## config.mk

```make
export PLATFORM = sky130hd
export DESIGN_NAME = cwi_ctrl
export DESIGN_NICKNAME = d
export VERILOG_FILES = /design/src/rtl/core/cwi_pkg.sv /design/src/rtl/core/cwi_ctrl.sv
export SDC_FILE = /design/constraint.sdc
export NUM_CORES = 1
export LEC_CHECK = 0
export ABC_AREA = 1
export ABC_CLOCK_PERIOD_IN_PS = 2300
export BUFFER_PORTS_ARGS = -buffer_cell sky130_fd_sc_hd__buf_2
export CORE_UTILIZATION = 42
export CTS_CLUSTER_SIZE = 16
export DETAILED_ROUTE_END_ITERATION = 10
export HOLD_SLACK_MARGIN = 0.15
export PLACE_DENSITY_LB_ADDON = 0.25
export SETUP_SLACK_MARGIN = 0.05
export SYNTH_ARGS = -nofsm -noshare
export SYNTH_HDL_FRONTEND = slang
export SYNTH_SLANG_ARGS = --single-unit
```

## constraint.sdc

```tcl
create_clock -name clk -period 2.3 [get_ports clk]
set_input_delay 0.115 -clock clk [delete_from_list [all_inputs] [get_ports clk]]
set_output_delay 0.115 -clock clk [all_outputs]
set_load 0.03 [all_outputs]
```

## src/rtl/core/cwi_pkg.sv

```systemverilog
// Shared types and constants for the calibrated weight interpolator.
// Used by cwi_ctrl, cwi_dp and calibrated_weight_interpolator_unit.
`default_nettype none

package cwi_pkg;

  localparam int MAX_POINTS_DEF = 64;

  localparam logic [31:0] ALL_ONES = 32'hFFFF_FFFF;

  // Input commands.
  localparam logic CMD_POINT  = 1'b0;
  localparam logic CMD_SAMPLE = 1'b1;

  // Configuration register indexes.
  localparam logic [2:0] REG_UNIT     = 3'd0;
  localparam logic [2:0] REG_OVERLOAD = 3'd1;
  localparam logic [2:0] REG_FULL     = 3'd2;
  localparam logic [2:0] REG_HEAVY    = 3'd3;
  localparam logic [2:0] REG_EMPTY    = 3'd4;

  // Unit selection codes.
  localparam logic [1:0] UNIT_X10  = 2'd0;
  localparam logic [1:0] UNIT_X1   = 2'd1;
  localparam logic [1:0] UNIT_D10  = 2'd2;
  localparam logic [1:0] UNIT_D100 = 2'd3;

  // Load classes.
  localparam logic [2:0] CLS_EMPTY    = 3'd0;
  localparam logic [2:0] CLS_LIGHT    = 3'd1;
  localparam logic [2:0] CLS_HEAVY    = 3'd2;
  localparam logic [2:0] CLS_FULL     = 3'd3;
  localparam logic [2:0] CLS_OVERLOAD = 3'd4;

  // Serial arithmetic lengths: 33 x 33 bit multiply, 66 bit dividend.
  localparam int MUL_STEPS = 33;
  localparam int DIV_STEPS = 66;

  // Reciprocals for exact unsigned 32 bit division by 10 and by 100.
  localparam logic [31:0] RECIP10    = 32'hCCCC_CCCD;
  localparam logic [31:0] RECIP100   = 32'h51EB_851F;
  localparam logic [31:0] X10_LIMIT  = 32'd429496729;

  typedef struct packed {
    logic load_sample;
    logic wr_point;
    logic rd;
    logic chk;
    logic sel;
    logic mul;
    logic div;
    logic fin;
    logic scale;
    logic emit;
  } cmd_t;

  typedef struct packed {
    logic entry_end;
    logic out_free;
  } status_t;

endpackage

`default_nettype wire

```

## src/rtl/core/cwi_ctrl.sv

```systemverilog
// Sequencer for the calibrated weight interpolator.
// Depends on cwi_pkg; drives the command word of cwi_dp.
`default_nettype none

module cwi_ctrl #(
  parameter int MAX_POINTS = cwi_pkg::MAX_POINTS_DEF
) (
  input  wire                              clk,
  input  wire                              rst_n,
  input  wire                              in_accept,
  input  wire                              in_command,
  input  cwi_pkg::status_t                 st,
  output cwi_pkg::cmd_t                    cmd,
  output logic [$clog2(MAX_POINTS)-1:0]    rd_addr,
  output logic                             busy
);

  localparam int IDX_W = $clog2(MAX_POINTS);
  localparam int CNT_W = ($clog2(MAX_POINTS + 1) > 7) ? $clog2(MAX_POINTS + 1) : 7;

  localparam logic [3:0] S_IDLE = 4'd0;
  localparam logic [3:0] S_RD   = 4'd1;
  localparam logic [3:0] S_CK   = 4'd2;
  localparam logic [3:0] S_SEL  = 4'd3;
  localparam logic [3:0] S_MUL  = 4'd4;
  localparam logic [3:0] S_DIV  = 4'd5;
  localparam logic [3:0] S_FIN  = 4'd6;
  localparam logic [3:0] S_SCL  = 4'd7;
  localparam logic [3:0] S_OUT  = 4'd8;

  logic [3:0]       state_r, state_nxt;
  logic [CNT_W-1:0] cnt_r, cnt_nxt;

  always_comb begin
    state_nxt = state_r;
    cnt_nxt   = cnt_r;
    cmd       = '0;
    unique case (state_r)
      S_IDLE: begin
        if (in_accept) begin
          if (in_command == cwi_pkg::CMD_SAMPLE) begin
            cmd.load_sample = 1'b1;
            cnt_nxt         = '0;
            state_nxt       = S_RD;
          end else begin
            cmd.wr_point = 1'b1;
          end
        end
      end
      S_RD: begin
        cmd.rd    = 1'b1;
        state_nxt = S_CK;
      end
      S_CK: begin
        if (st.entry_end) begin
          state_nxt = S_SEL;
        end else begin
          cmd.chk = 1'b1;
          if (cnt_r == CNT_W'(MAX_POINTS - 1)) begin
            state_nxt = S_SEL;
          end else begin
            cnt_nxt   = cnt_r + 1'b1;
            state_nxt = S_RD;
          end
        end
      end
      S_SEL: begin
        cmd.sel   = 1'b1;
        cnt_nxt   = '0;
        state_nxt = S_MUL;
      end
      S_MUL: begin
        cmd.mul = 1'b1;
        if (cnt_r == CNT_W'(cwi_pkg::MUL_STEPS - 1)) begin
          cnt_nxt   = '0;
          state_nxt = S_DIV;
        end else begin
          cnt_nxt = cnt_r + 1'b1;
        end
      end
      S_DIV: begin
        cmd.div = 1'b1;
        if (cnt_r == CNT_W'(cwi_pkg::DIV_STEPS - 1)) begin
          state_nxt = S_FIN;
        end else begin
          cnt_nxt = cnt_r + 1'b1;
        end
      end
      S_FIN: begin
        cmd.fin   = 1'b1;
        state_nxt = S_SCL;
      end
      S_SCL: begin
        cmd.scale = 1'b1;
        state_nxt = S_OUT;
      end
      S_OUT: begin
        if (st.out_free) begin
          cmd.emit  = 1'b1;
          state_nxt = S_IDLE;
        end
      end
      default: begin
        state_nxt = S_IDLE;
      end
    endcase
  end

  always_ff @(posedge clk) begin
    if (!rst_n) begin
      state_r <= S_IDLE;
      cnt_r   <= '0;
    end else begin
      state_r <= state_nxt;
      cnt_r   <= cnt_nxt;
    end
  end

  assign rd_addr = cnt_r[IDX_W-1:0];
  assign busy    = (state_r != S_IDLE);

endmodule

`default_nettype wire

```

Yosys cells after proc, flatten, opt, wreduce, memory -nomap -nowiden

Index checks and enable logic that the tools add are counted.

Add/subtract/negate cells: 1
Eq/ne operators: 19
Reduce and logical (&&, ||, !) cells: 5
Muxes and demuxes: 29

Operators by type and width:

| kind                                                 | count |
|---|---|
| 2-to-1 mux 7 bit                                     | 6 |
| one-hot mux 4 bit (9 select lines)                   | 1 |
| one-hot mux 7 bit (5 select lines)                   | 1 |
| 2-to-1 mux 4 bit                                     | 6 |
| equality test 4 x 3 -> 1 bit (second input constant) | 4 |
| != test 2 bit (second input constant)                | 8 |
| equality test 7 x 6 -> 1 bit (second input constant) | 2 |
| 2-to-1 mux 1 bit                                     | 12 |
| equality test 4 x 2 -> 1 bit (second input constant) | 2 |
| adder 7 x 1 -> 7 bit (second input constant)         | 1 |
| equality test 7 bit (second input constant)          | 1 |
| 2-to-1 mux 2 bit                                     | 3 |
| AND reduction 6 bit                                  | 1 |
| AND reduction 5 bit                                  | 1 |
| nonzero test 5 bit                                   | 1 |
| equality test 4 x 1 -> 1 bit (second input constant) | 1 |
| equality test 4 bit (second input constant)          | 1 |
| zero test 4 bit                                      | 1 |
| nonzero test 4 bit                                   | 1 |

Input bits: 6
Flip-flop bits (word level): 11
Output and inout port bits: 17

Longest topological paths before layout

Word-level depth: 4
Gate-level depth with buffers: 11
Depth with buffers taken out: 11

Worst setup path after synthesis

OpenSTA, ideal clock, no wires.

Kind: reg-to-output
From: register state_r[0]
To: output cmd[8] (netlist name)
Setup slack: 501 ps
Buffers on the path: 0
Arrival: 1,684 ps
Required time: 2,185 ps
Stages on the path, launching flop included: 4
Cells stage by stage: dfxtp_1 nor2_2 nand2_1 nor3b_1

RTL lines:

| item                   | line            | RTL |
|---|---|---|
| from (decl)            | cwi_ctrl.sv:31  | `logic [3:0] state_r, state_nxt;` |
| from (signal assigned) | cwi_ctrl.sv:114 | `state_r <= state_nxt;` |
| to (decl)              | cwi_ctrl.sv:13  | `output cwi_pkg::cmd_t cmd,` |

==> run_results.csv <==
group,metric,value,unit
run_status,status,"finished, final reports clean",
setup_path,critPathMaxStageDelay,0.38,ns
die,die_x,51.19,µm
power,clkPwrFrac,0.152,
yosys,async_reset_ff_frac,0,
die,rows,17,
die,num_io_pins,23,
setup_path,critPathKind,"reg2out",
setup_path,reg2reg_slack,0.75,ns
yosys,yosysWarnings,0,
timing,period_needed,1.602,ns
power,intPower,0.0004421,W
setup_path,crit_required,2.18,ns
timing,fin_ws,0.6977,ns
finish,syn2layout_area_growth,12.93,%
finish,nNetsFinal,189,
die,core,2255,µm²
placed_design,place_ws,0.7673,ns
placed_design,place.gp.congestion,0.8923,
setup_path,crit_chain,"nor2_2, nand2_1, nor3b_1, buf_2",
timing,setup_violations,0,
timing,fmax,624.1,MHz
cts,clk_path_buf_depth,2,
yosys,synth_most_common_cell,"nand2_1",
yosys,synth_top_cell_by_area,"dfxtp_1",
cts,cts-buffers-inserted,3,
setup_path,critical_path.top_delay_family,"simple AND/OR/NAND/NOR gates",
cts,cts_setup_buffers,0,
global_routing,gr-total-overflow,0,
yosys,synth_area,1016,µm²
placed_design,hpwl,1.841,mm
timing,slew_headroom,0.8014,
cts,cts.htree.levels,1,
setup_path,worst-r2r-cell-count,10,
setup_path,cp.depth,4,
setup_path,cp-end-kind,"primary output",
min_path,hp-start,"st[0]",
setup_path,cpMaxStageDelayCell,"dfxtp_1",
routing,drc,0,
die,initial_core_util,0.4506,
routing,ant_nets,0,
setup_path,r2r-start,"cnt_r[0]$_SDFFE_PN0P_",
cts,cts_tree,"done",
global_routing,grt_pass1_vias,895,
setup_path,path_buf_inv,1,
timing,period_share,0.6966,
power,pwr-share-comb,0.542,
yosys,ys.flop_type,"dfxtp_1",
die,die-area,2620,µm²
routing,firstDrtPassIters,4,
yosys,synth_seq_area_share,0.2167,
global_routing,grt_first_pass_wirelength,3.857,mm
cts,worstSkewPairLatency,0.27,ns
yosys,synth_seq_cells,11,
die,chipHeight,51.19,µm
global_routing,antenna_found_initial,0,
routing,vias,1000,
yosys,syn-num-nets,168,
power,power.leakage,0.6118,nW
timing,fin_skew,0.01022,ns
routing,drt_iter0_drc,24,
power,swShare,0.4927,
global_routing,grt_usage,0.1971,
routing,wl_per_cell,10.98,µm
power,seqPwrFrac,0.306,
finish,final_cells,207,
timing,drv_slew,0,
timing,tightest_slew,0.2976,ns
yosys,synth_edf_count,0,
finish,drive_gt1_frac,0.2905,
global_routing,grt_max_degree,10,
min_path,hold_path_end,"state_r[3]$_SDFFE_PN0P_",
cts,hold_buffers,1,
power,pwr_density_cell,759.6,nW/µm²
cts,cts_sinks,11,
placed_design,dp_cells,202,
cts,path_clk_slew,0.08,ns
routing,vias_per_cell,4.831,
yosys,ys_top_cells_by_area,"dfxtp_1, nand2_1, inv_1",
setup_path,worstPathMaxFanout,7,
routing,drt-total-wl,2.273,mm
timing,hold_viol_final,0,
timing,rsz0062_at_grt,"no",
job,maxCapViolCount,0,
min_path,hp-class,"in2reg",
finish,n_antenna_cell,0,
setup_path,cp-start-kind,"flip-flop",
cts,clock-root-buffer,"clkbuf_4",
min_path,whs_path_depth,4,
power,switchingPower,0.0004294,W
yosys,netlist_top_cells_count,"nand2_1, inv_1, nor2_1",
yosys,syn_inst,159,
setup_path,worstPathArrival,1.49,ns
yosys,syn_avg_cell_area,6.390,µm²
power,ir_drop,0.0003739,V
cts,cts_resized,0,
placed_design,io_buffers,22,
timing,fin_tns_setup,0,ns
setup_path,rr_endpoint,"cnt_r[0]$_SDFFE_PN0P_",
yosys,yosysTopAreaCellShare,0.2167,
yosys,synth_cell_type_count,26,
==> power by group through the flow <==
stage                     clock [W]  sequential (W)  combinational [W]
after floorplan                   0        0.000260           0.000404
after CTS                  0.000135        0.000265           0.000476
after detailed placement          0        0.000270           0.000471
after global placement            0        0.000268           0.000470
final                      0.000132        0.000267           0.000472
after global routing       0.000146        0.000273           0.000527
==> worst register-to-register path: cells and delay by family (launching register included) <==
family / cells / cell delay (ns)
and+or+nand+nor: 9 / 0.79
DFF: 1 / 0.42
adders and majority gates: 1 / 0.23
==> flip-flops by register name, summed over array words and instances, names as in the netlist <==
| name | cells |
|---|---|
| cnt_r | 7 |
| state_r | 4 |
==> placed cells by master, fill, tap and decap left out, types with 2 or more instances in the layout <==
cell,netlist,final
nor2_1,19,19
nand2_1,40,40
ha_1,3,3
a21oi_1,9,9
dfxtp_1,11,11
nor2_8,2,2
clkbuf_4,0,3
inv_2,3,3
o21ai_0,2,2
nand3_1,13,13
nand2_2,6,6
inv_1,20,20
xor2_1,2,2
nand2_4,4,4
nor2_2,6,6
nand4_1,2,2
a21oi_2,2,2
buf_2,1,22
==> how the worst max path moves through the flow <==
| stage | start | endpoint | slack [ns] |
|---|---|---|---|
| finish | state_r[0]$_SDFFE_PN0P_ | cmd[8] | 0.70 |
| global route | state_r[0]$_SDFFE_PN0P_ | cmd[8] | 0.54 |
| CTS | state_r[0]$_SDFFE_PN0P_ | cmd[8] | 0.70 |
| detailed placement | cnt_r[0]$_SDFFE_PN0P_ | cnt_r[2]$_SDFFE_PN0P_ | 0.77 |
| global placement | cnt_r[0]$_SDFFE_PN0P_ | cnt_r[0]$_SDFFE_PN0P_ | 0.81 |
| floorplan | state_r[0]$_SDFFE_PN0P_ | cmd[8] | 0.50 |
==> per-stage QoR <==
stage | cell area (µm²) | total power, W | hold slack, ns | util
after detailed placement | 1111 | 0.0007405 | 0.4155 | 0.4928
after global routing | 1147 | 0.0009451 | 0.2137 | 0.5089
final | 1147 | 0.0008715 | 0.1888 | 0.5089
after CTS | 1147 | 0.0008763 | 0.1883 | 0.5089
after floorplan | 1016 | 0.0006636 | 0.2408 | -
after global placement | 1111 | 0.0007375 | 0.4096 | 0.4928
==> logic make-up (layout without fill, tap and decap cells) <==
family	Yosys count	in the layout	synth area share
AOI/OAI and AO/OA	15	15	0.08497
xor gates and xnor gates	2	2	0.01724
adders and majority gates	3	3	0.03695
buffers and inverters	31	51	0.1404
DFF	11	11	0.2167
and+or+nand+nor	97	97	0.5037
==> layer usage <==
layer,vias to the layer above,track usage,wire (µm)
li1,530,-,-
met1,444,0.2814,1119
met2,24,0.3048,1007
met3,2,0.01786,130
met4,0,0.06944,15
met5,-,0,0
==> layout make-up <==
cell class / count / area (µm²)
clock buffer: 4 / 26.28
fill: 251 / 1107
inverter: 24 / 92.59
multi-input combinational: 117 / 653.1
sequential: 11 / 220.2
tap: 28 / 35.03
timing repair buffer: 23 / 120.1
Power figures use the tool's default switching activity.
